--- config.mk ---
export PLATFORM = sky130hd
export DESIGN_NAME = mode_finder_table_unit_flat
export DESIGN_NICKNAME = d
export VERILOG_FILES = /design/src/mft_pkg.sv /design/src/mft_if.sv /design/src/mode_finder_table_unit.sv /design/src/mft_ram.sv /design/src/flat_wrapper.sv
export SDC_FILE = /design/constraint.sdc
export NUM_CORES = 2
export LEC_CHECK = 0
export ABC_AREA = 1
export BUFFER_PORTS_ARGS = -buffer_cell sky130_fd_sc_hd__buf_2
export CELL_PAD_IN_SITES_DETAIL_PLACEMENT = 1
export CELL_PAD_IN_SITES_GLOBAL_PLACEMENT = 2
export CORE_ASPECT_RATIO = 0.7
export CORE_UTILIZATION = 47
export CTS_BUF_LIST = sky130_fd_sc_hd__clkbuf_4
export DETAILED_ROUTE_END_ITERATION = 10
export HOLD_SLACK_MARGIN = 0.15
export PLACE_DENSITY = 0.84
export SLEW_MARGIN = 20
export SYNTH_ARGS = -nofsm -noshare
export SYNTH_HDL_FRONTEND = slang
export SYNTH_SLANG_ARGS = --single-unit
export TNS_END_PERCENT = 50
--- constraint.sdc ---
create_clock -name clk -period 6.9 [get_ports clk]
set_input_delay 1.38 -clock clk [delete_from_list [all_inputs] [get_ports clk]]
set_output_delay 1.38 -clock clk [all_outputs]
set_load 0.01 [all_outputs]
--- src/mft_pkg.sv ---
package mft_pkg;

    localparam int TABLE_DEPTH = 64;
    localparam int IDX_W       = (TABLE_DEPTH > 1) ? $clog2(TABLE_DEPTH) : 1;
    localparam int CNT_W       = $clog2(TABLE_DEPTH + 1);
    localparam int IN_VALUE_W  = 32;
    localparam int VALUE_W     = 31;
    localparam int COUNT_W     = 32;

    typedef enum logic
    {
        OP_PUSH   = 1'b0,
        OP_FINISH = 1'b1
    } op_t;

    typedef enum logic [1:0]
    {
        ST_MODE   = 2'd0,
        ST_EMPTY  = 2'd1,
        ST_NONPOS = 2'd2,
        ST_FULL   = 2'd3
    } status_t;

    typedef struct packed
    {
        logic [VALUE_W-1:0] value;
        logic [COUNT_W-1:0] count;
    } entry_t;

endpackage

--- src/mft_if.sv ---
interface mft_in_if;
    logic                                 valid;
    logic                                 ready;
    mft_pkg::op_t                         op;
    logic signed [mft_pkg::IN_VALUE_W-1:0] value;

    modport source (output valid, output op, output value, input ready);
    modport sink   (input valid, input op, input value, output ready);
endinterface

interface mft_out_if;
    logic                          valid;
    logic                          ready;
    logic [mft_pkg::VALUE_W-1:0]   mode_value;
    logic [mft_pkg::COUNT_W-1:0]   mode_count;
    mft_pkg::status_t              status;
    logic                          last;

    modport source (output valid, output mode_value, output mode_count, output status,
                    output last, input ready);
    modport sink   (input valid, input mode_value, input mode_count, input status,
                    input last, output ready);
endinterface

--- src/mode_finder_table_unit.sv ---
// Mode finder: counts positive integers and reports the most frequent ones.
// Channel req (valid/ready) carries op and value: op push adds value to a
// table of distinct values with saturating counts; op finish reports the
// modes. Channel rsp (valid/ready) carries mode_value, mode_count, status and
// last; last marks the final word caused by one request.
// A push scans the table through the single RAM read port, one entry a cycle.
// The scan of the N stored entries ends at the matching entry or, when no
// entry matches, after all N entries; a table-full push then gives a status
// word. A non-positive value skips the scan, empties the table and goes
// straight to its status word. A finish first scans all N entries to find the
// greatest count, then reads the entries up to the last mode, one word per
// mode found; a finish on an empty table gives one empty-status word. The
// table is then cleared. One request is worked on at a time; req.ready is high
// only between requests, so the next request can be taken in the cycle after
// the previous one is done.
// A word waits in the rsp output register while req takes the next request;
// when rsp stalls, the sequencer holds until the register is free.
// Reset empties the table at once (no clearing pass) and drops any held word.
module mode_finder_table_unit (
    input  logic      clk,
    input  logic      rst_n,
    mft_in_if.sink    req,
    mft_out_if.source rsp
);

    typedef enum logic [2:0]
    {
        S_IDLE,
        S_PUSH,
        S_STATUS,
        S_MAX,
        S_EMIT_RD,
        S_EMIT_CHK
    } state_t;

    state_t                        state_reg, state_next;
    logic [mft_pkg::CNT_W-1:0]     used_reg, used_next;
    logic [mft_pkg::CNT_W-1:0]     idx_reg, idx_next;
    logic                          pend_reg, pend_next;
    logic [mft_pkg::IDX_W-1:0]     pidx_reg, pidx_next;
    logic [mft_pkg::VALUE_W-1:0]   value_reg, value_next;
    logic [mft_pkg::COUNT_W-1:0]   best_reg, best_next;
    logic [mft_pkg::IDX_W-1:0]     final_reg, final_next;
    mft_pkg::status_t              stat_reg, stat_next;

    logic                          ovalid_reg, ovalid_next;
    logic [mft_pkg::VALUE_W-1:0]   ovalue_reg, ovalue_next;
    logic [mft_pkg::COUNT_W-1:0]   ocount_reg, ocount_next;
    mft_pkg::status_t              ostat_reg, ostat_next;
    logic                          olast_reg, olast_next;

    logic                          ram_we;
    logic [mft_pkg::IDX_W-1:0]     ram_waddr;
    mft_pkg::entry_t               ram_wdata;
    logic                          ram_re;
    logic [mft_pkg::IDX_W-1:0]     ram_raddr;
    mft_pkg::entry_t               ram_rdata;

    logic [mft_pkg::COUNT_W-1:0]   cmp_a;
    logic [mft_pkg::COUNT_W-1:0]   cmp_b;
    logic                          cmp_eq;
    logic                          cmp_gt;
    logic [mft_pkg::COUNT_W-1:0]   inc_count;
    logic                          out_free;
    logic                          accept;
    logic                          nonpos;

    mft_ram #(
        .WIDTH ($bits(mft_pkg::entry_t)),
        .DEPTH (mft_pkg::TABLE_DEPTH)
    ) u_table (
        .clk   (clk),
        .we    (ram_we),
        .waddr (ram_waddr),
        .wdata (ram_wdata),
        .re    (ram_re),
        .raddr (ram_raddr),
        .rdata (ram_rdata)
    );

    // shared compare unit: value match during push, count against best otherwise
    always_comb
    begin
        if (state_reg == S_PUSH)
        begin
            cmp_a = {1'b0, ram_rdata.value};
            cmp_b = {1'b0, value_reg};
        end
        else
        begin
            cmp_a = ram_rdata.count;
            cmp_b = best_reg;
        end
    end

    assign cmp_eq    = (cmp_a == cmp_b);
    assign cmp_gt    = (cmp_a > cmp_b);
    assign inc_count = (&ram_rdata.count) ? ram_rdata.count
                                          : ram_rdata.count + mft_pkg::COUNT_W'(1);

    assign out_free  = !ovalid_reg || rsp.ready;
    assign req.ready = (state_reg == S_IDLE);
    assign accept    = req.valid && req.ready;
    assign nonpos    = req.value[mft_pkg::IN_VALUE_W-1] || (req.value == '0);

    always_comb
    begin
        state_next  = state_reg;
        used_next   = used_reg;
        idx_next    = idx_reg;
        pend_next   = pend_reg;
        pidx_next   = pidx_reg;
        value_next  = value_reg;
        best_next   = best_reg;
        final_next  = final_reg;
        stat_next   = stat_reg;

        ovalid_next = ovalid_reg && !rsp.ready;
        ovalue_next = ovalue_reg;
        ocount_next = ocount_reg;
        ostat_next  = ostat_reg;
        olast_next  = olast_reg;

        ram_we      = 1'b0;
        ram_waddr   = pidx_reg;
        ram_wdata   = ram_rdata;
        ram_re      = 1'b0;
        ram_raddr   = idx_reg[mft_pkg::IDX_W-1:0];

        case (state_reg)
            S_IDLE:
            begin
                if (accept)
                begin
                    idx_next  = '0;
                    pend_next = 1'b0;
                    if (req.op == mft_pkg::OP_PUSH)
                    begin
                        if (nonpos)
                        begin
                            used_next  = '0;
                            stat_next  = mft_pkg::ST_NONPOS;
                            state_next = S_STATUS;
                        end
                        else
                        begin
                            value_next = req.value[mft_pkg::VALUE_W-1:0];
                            state_next = S_PUSH;
                        end
                    end
                    else if (used_reg == '0)
                    begin
                        stat_next  = mft_pkg::ST_EMPTY;
                        state_next = S_STATUS;
                    end
                    else
                    begin
                        best_next  = '0;
                        final_next = '0;
                        state_next = S_MAX;
                    end
                end
            end

            S_PUSH:
            begin
                if (pend_reg && cmp_eq)
                begin
                    ram_we          = 1'b1;
                    ram_waddr       = pidx_reg;
                    ram_wdata.value = ram_rdata.value;
                    ram_wdata.count = inc_count;
                    pend_next       = 1'b0;
                    state_next      = S_IDLE;
                end
                else if (!pend_reg && idx_reg == used_reg)
                begin
                    if (used_reg == mft_pkg::CNT_W'(mft_pkg::TABLE_DEPTH))
                    begin
                        stat_next  = mft_pkg::ST_FULL;
                        state_next = S_STATUS;
                    end
                    else
                    begin
                        ram_we          = 1'b1;
                        ram_waddr       = used_reg[mft_pkg::IDX_W-1:0];
                        ram_wdata.value = value_reg;
                        ram_wdata.count = mft_pkg::COUNT_W'(1);
                        used_next       = used_reg + mft_pkg::CNT_W'(1);
                        state_next      = S_IDLE;
                    end
                end
                else if (idx_reg < used_reg)
                begin
                    ram_re    = 1'b1;
                    pend_next = 1'b1;
                    pidx_next = idx_reg[mft_pkg::IDX_W-1:0];
                    idx_next  = idx_reg + mft_pkg::CNT_W'(1);
                end
                else
                begin
                    pend_next = 1'b0;
                end
            end

            S_STATUS:
            begin
                if (out_free)
                begin
                    ovalid_next = 1'b1;
                    ovalue_next = '0;
                    ocount_next = '0;
                    ostat_next  = stat_reg;
                    olast_next  = 1'b1;
                    state_next  = S_IDLE;
                end
            end

            S_MAX:
            begin
                if (pend_reg)
                begin
                    if (cmp_gt)
                    begin
                        best_next  = ram_rdata.count;
                        final_next = pidx_reg;
                    end
                    else if (cmp_eq)
                    begin
                        final_next = pidx_reg;
                    end
                end
                if (idx_reg < used_reg)
                begin
                    ram_re    = 1'b1;
                    pend_next = 1'b1;
                    pidx_next = idx_reg[mft_pkg::IDX_W-1:0];
                    idx_next  = idx_reg + mft_pkg::CNT_W'(1);
                end
                else
                begin
                    pend_next = 1'b0;
                    if (!pend_reg)
                    begin
                        idx_next   = '0;
                        state_next = S_EMIT_RD;
                    end
                end
            end

            S_EMIT_RD:
            begin
                ram_re     = 1'b1;
                pidx_next  = idx_reg[mft_pkg::IDX_W-1:0];
                idx_next   = idx_reg + mft_pkg::CNT_W'(1);
                state_next = S_EMIT_CHK;
            end

            S_EMIT_CHK:
            begin
                if (!cmp_eq)
                begin
                    state_next = S_EMIT_RD;
                end
                else if (out_free)
                begin
                    ovalid_next = 1'b1;
                    ovalue_next = ram_rdata.value;
                    ocount_next = best_reg;
                    ostat_next  = mft_pkg::ST_MODE;
                    olast_next  = (pidx_reg == final_reg);
                    if (pidx_reg == final_reg)
                    begin
                        used_next  = '0;
                        state_next = S_IDLE;
                    end
                    else
                    begin
                        state_next = S_EMIT_RD;
                    end
                end
            end

            default:
            begin
                state_next = S_IDLE;
            end
        endcase
    end

    always_ff @(posedge clk or negedge rst_n)
    begin
        if (!rst_n)
        begin
            state_reg  <= S_IDLE;
            used_reg   <= '0;
            idx_reg    <= '0;
            pend_reg   <= 1'b0;
            pidx_reg   <= '0;
            value_reg  <= '0;
            best_reg   <= '0;
            final_reg  <= '0;
            stat_reg   <= mft_pkg::ST_MODE;
            ovalid_reg <= 1'b0;
            ovalue_reg <= '0;
            ocount_reg <= '0;
            ostat_reg  <= mft_pkg::ST_MODE;
            olast_reg  <= 1'b0;
        end
        else
        begin
            state_reg  <= state_next;
            used_reg   <= used_next;
            idx_reg    <= idx_next;
            pend_reg   <= pend_next;
            pidx_reg   <= pidx_next;
            value_reg  <= value_next;
            best_reg   <= best_next;
            final_reg  <= final_next;
            stat_reg   <= stat_next;
            ovalid_reg <= ovalid_next;
            ovalue_reg <= ovalue_next;
            ocount_reg <= ocount_next;
            ostat_reg  <= ostat_next;
            olast_reg  <= olast_next;
        end
    end

    assign rsp.valid      = ovalid_reg;
    assign rsp.mode_value = ovalue_reg;
    assign rsp.mode_count = ocount_reg;
    assign rsp.status     = ostat_reg;
    assign rsp.last       = olast_reg;

endmodule

--- src/mft_ram.sv ---
module mft_ram #(
    parameter int WIDTH = 8,
    parameter int DEPTH = 64
) (
    input  logic                                     clk,
    input  logic                                     we,
    input  logic [((DEPTH > 1) ? $clog2(DEPTH) : 1)-1:0] waddr,
    input  logic [WIDTH-1:0]                         wdata,
    input  logic                                     re,
    input  logic [((DEPTH > 1) ? $clog2(DEPTH) : 1)-1:0] raddr,
    output logic [WIDTH-1:0]                         rdata
);

    logic [WIDTH-1:0] mem [DEPTH];

    always_ff @(posedge clk)
    begin
        if (we)
        begin
            mem[waddr] <= wdata;
        end
        if (re)
        begin
            rdata <= mem[raddr];
        end
    end

endmodule

--- src/flat_wrapper.sv ---
// flat-port wrapper written by rule: the top's interface ports become plain ports
module mode_finder_table_unit_flat 
  (clk, rst_n, req_valid, req_op, req_value, req_ready, rsp_valid, rsp_mode_value, rsp_mode_count, rsp_status, rsp_last, rsp_ready);
  mft_in_if req_i ();
  mft_out_if rsp_i ();
  input  logic clk;
  input  logic rst_n;
  input wire logic [$bits(req_i.valid)-1:0] req_valid;
  input wire logic [$bits(req_i.op)-1:0] req_op;
  input wire logic [$bits(req_i.value)-1:0] req_value;
  output wire logic [$bits(req_i.ready)-1:0] req_ready;
  output wire logic [$bits(rsp_i.valid)-1:0] rsp_valid;
  output wire logic [$bits(rsp_i.mode_value)-1:0] rsp_mode_value;
  output wire logic [$bits(rsp_i.mode_count)-1:0] rsp_mode_count;
  output wire logic [$bits(rsp_i.status)-1:0] rsp_status;
  output wire logic [$bits(rsp_i.last)-1:0] rsp_last;
  input wire logic [$bits(rsp_i.ready)-1:0] rsp_ready;
  assign req_i.valid = req_valid;
  assign req_i.op = req_op;
  assign req_i.value = req_value;
  assign req_ready = req_i.ready;
  assign rsp_valid = rsp_i.valid;
  assign rsp_mode_value = rsp_i.mode_value;
  assign rsp_mode_count = rsp_i.mode_count;
  assign rsp_status = rsp_i.status;
  assign rsp_last = rsp_i.last;
  assign rsp_i.ready = rsp_ready;
  mode_finder_table_unit u_core (.clk(clk), .rst_n(rst_n), .req(req_i), .rsp(rsp_i));
endmodule
==> key figures <==
Timing
  • Clock skew: 0.116 ns
  • Hold Fails Final Rpt: 0
  • Final setup TNS: 0 ns
  • Relative slew slack: -0.356%
  • Fmax: 153 MHz
  • RSZ-0062 raised after global routing: no
  • Worst Max-Slew Pin Slew: 1.51 ns
  • Min Tclk post-route: 6.52 ns
  • Final setup vio count: 0
  • Part of the cycle the worst path needs: 94.5%
  • Fin. max-slew vios: 14

Critical path
  • Crit-path max cell delay: 0.78 ns
  • Worst endpoint required time: 8.08 ns
  • CP most frequent cell: nand2_1
  • Crit-path max FO: 50
  • CP Launch Type: register
  • Crit path max-delay family: simple AND/OR/NAND/NOR gates
  • CP Capture Type: register
  • CP Class: reg2reg
  • CP cell instances: nor2_2 > inv_1 > nor2_4 > inv_2 > buf_4 > o21ai_0 > ha_1 > nand2_1 > nor2_1 > nand4_1 > nor2_1 > nand2_1 > nor2_2 > nand2_1 > nand2_1 > nand3_2 > nor2_4 > buf_12
  • Critical path buffers and inverters: 4
  • Slowest cell on the critical path: nor2_4
  • Critical path arrival: 7.70 ns

Global route
  • Met1 usage: 47.4%
  • Total GRT Usage: 34.2%
  • GR Util met3: 9.49%
  • Vias in the first global route: 123k
  • Met2 usage: 50.2%
  • Total grt overflow: 0
  • Initial antenna violation count: 63
  • GRT Max-Usage Layer: met2
  • First-pass GRT wire length: 893 mm
  • Maximum number of pins on one net before global-route repair: 203

Detailed routing
  • Wire per inst: 33.4 um
  • Initial DRC Count: 18.8k
  • First drt pass iteration count: 8
  • Vias per Instance: 6.45
  • Routed WL: 634 mm
  • Post-route ant nets: 0
  • DRC Markers: 0
  • Via count: 122k

Die
  • Die H: 503 um
  • Std-Cell Rows: 183
  • Initial cell density of the core: 47.3%
  • Die area: 361000 sq um
  • Io pins: 105
  • Core ar.: 356000 sq um
  • Die width: 718 um

Synth
  • Most common cell in the netlist: edfxtp_1
  • Area leader, netlist: edfxtp_1
  • Synth Area per Inst: 13.0 sq um
  • Cells after Synth: 13.0k
  • Synth Flop Type: edfxtp_1
  • Yosys reg bits: 4257
  • EDFF count, synth: 4095
  • Seq/Total Area, Yosys: 75.4%
  • Post-Syn Nets: 13.0k
  • Dominant cells by area after synthesis: edfxtp_1 (73%), o21ai_0 (6.7%), nor2_1 (4.9%)
  • Mapped cell area: 169000 sq um
  • Post-synthesis async set-or-reset flop share: 3.81%
  • Total number of yosys warnings: 0
  • Top-area cell type share of the netlist area: 73.0%
  • Netlist cell types: 47
  • Top cells by instance count after synthesis: edfxtp_1 (4095), o21ai_0 (2271), nor2_1 (2220)

Place
  • Final HPWL DP: 369 mm
  • Final Wtd Congestion: 0.926
  • # port buffers: 104
  • Placed inst area: 176000 sq um

Final layout
  • Nets: 13.6k
  • Max FFs per register: 4032
  • Area Growth Syn to Fin: 12.0%
  • Largest regs: u_core.u_table.mem (4032), u_core.u_table.rdata (63)
  • Fill count: 35.9k
  • Post-route cell area: 189000 sq um
  • Layout cells sized above 1: 15.2%
  • Reg with most FFs: u_core.u_table.mem

Clock network
  • CTS clock-pin slew for the worst setup and hold paths: 0.07 ns
  • CTS resizes: 0
  • CTS max path bufs: 4
  • CTS buffer count: 961
  • # clock sinks: 4257
  • CTS tree: yes
  • H-tree depth: 6
  • CTS root buf: clkbuf_4
  • Skew-Pair Late Insertion Delay: 1.61 ns

Run status
  • Violated checks: slew limit
  • Outcome: finished with violations

Pwr
  • Leak: 0.0520 uW
  • PD cells: 255 nW/um^2
  • Max VDD drop: 0.203 mV

Job
  • Max Cap Viol: 0

Min path
  • Min-delay worst type: in2reg
-- path summary, 6_finish.rpt --
check | start | to | slack (ns) | cells past startpoint
hold / removal | req_op | u_core.stat_reg[1] | 0.33 | 4
hold reg to reg | u_core.rsp.mode_count[14] | u_core.rsp.mode_count[14] | 0.48 | 2
setup reg to reg | u_core.state_reg[2] | u_core.u_table.mem[52][58] | 0.38 | 18
min in group asynchronous | rst_n | u_core.rsp.mode_value[6] | 0.39 | 2
max in group asynchronous | rst_n | u_core.rsp.status[1] | 5.05 | 3
setup / recovery | u_core.state_reg[2] | u_core.u_table.mem[52][58] | 0.38 | 18
-- worst register-to-register path, delay by kind of cell, from the launching register on --
kind	cells	cell delay [ns]
buffers and inverters	4	1.63
flip-flops	1	0.53
AO/OA/AOI/OAI	1	0.13
AND/OR/NAND/NOR	12	3.52
adder cells (fa/ha/maj)	1	0.32
-- logic make-up (layout without fill, tap and decap cells) --
family / after synthesis / after routing / share of synthesized area [%]
flops: 4257 / 4257 / 75.4
simple gates: 3948 / 3948 / 9.45
compound gates: 3579 / 3579 / 12.2
buf+inv: 1109 / 2367 / 2.58
fa+ha+maj: 43 / 43 / 0.319
xor+xnor: 24 / 24 / 0.125
mux: 1 / 1 / 0.00668
other cells: 0 / 21 / 0
-- through the flow --
stage                     power [uW]  cells  hold slack [ns]  setup slack (ns)  utilization (%)
after floorplan                28500  13000            0.453             0.578                -
after global placement         28500  17200            0.464             0.325             49.4
after detailed placement       28500  17200            0.468             0.306             49.5
after CTS                      48400  18900            0.190             0.262             53.0
after global routing           49400  18900            0.305            0.0503             53.0
final                          48200  19000            0.330             0.379             53.0
-- metal layers --
| layer | vias up | routed length [um] |
|---|---|---|
| met3 | 1364 | 81500 |
| met1 | 62400 | 245000 |
| met5 | - | 259 |
| li1 | 50000 | - |
| met2 | 8571 | 275000 |
| met4 | 38 | 31400 |
-- placed cells by master, fill, tap and decap left out, types with 103 or more instances in the layout --
| cell | instances |
|---|---|
| o211ai_1 | 137 |
| dfrtp_1 | 157 |
| nand3_1 | 500 |
| a21oi_1 | 148 |
| inv_1 | 162 |
| clkbuf_4 | 1454 |
| buf_4 | 263 |
| clkinv_1 | 184 |
| nor2_1 | 2154 |
| nand2_1 | 1053 |
| o22ai_1 | 595 |
| o221ai_1 | 375 |
| buf_2 | 103 |
| o21ai_0 | 2233 |
| edfxtp_1 | 4095 |
-- timing repair --
action                     4_1_cts  5_1_grt
hold buffers                    32        0
setup buffers                    0        5
setup endpoints to repair        0       21
hold endpoints to repair        88        0
-- layout make-up --
class                           instances  area (sq um)  share of cell area [%]
Timing Repair Buffer                  491          4660                    2.47
Inverter                              187           754                   0.400
Antenna cell                           21          52.6                  0.0278
Clock buffer                         1454         10900                    5.78
Clock inverter                        235          1250                   0.661
Multi-Input combinational cell       7595         38200                    20.2
Tap cell                             4717          5900                    3.13
Sequential cell                      4257        127000                    67.3
-- power by group --
part           total [uW]  switching (uW)  internal, uW
Combinational        87.5            56.6          30.9
Clock               20300           10300          9920
Sequential          27900            3.55         27900
Total               48200           10400         37800
Power figures use the tool's default switching activity.
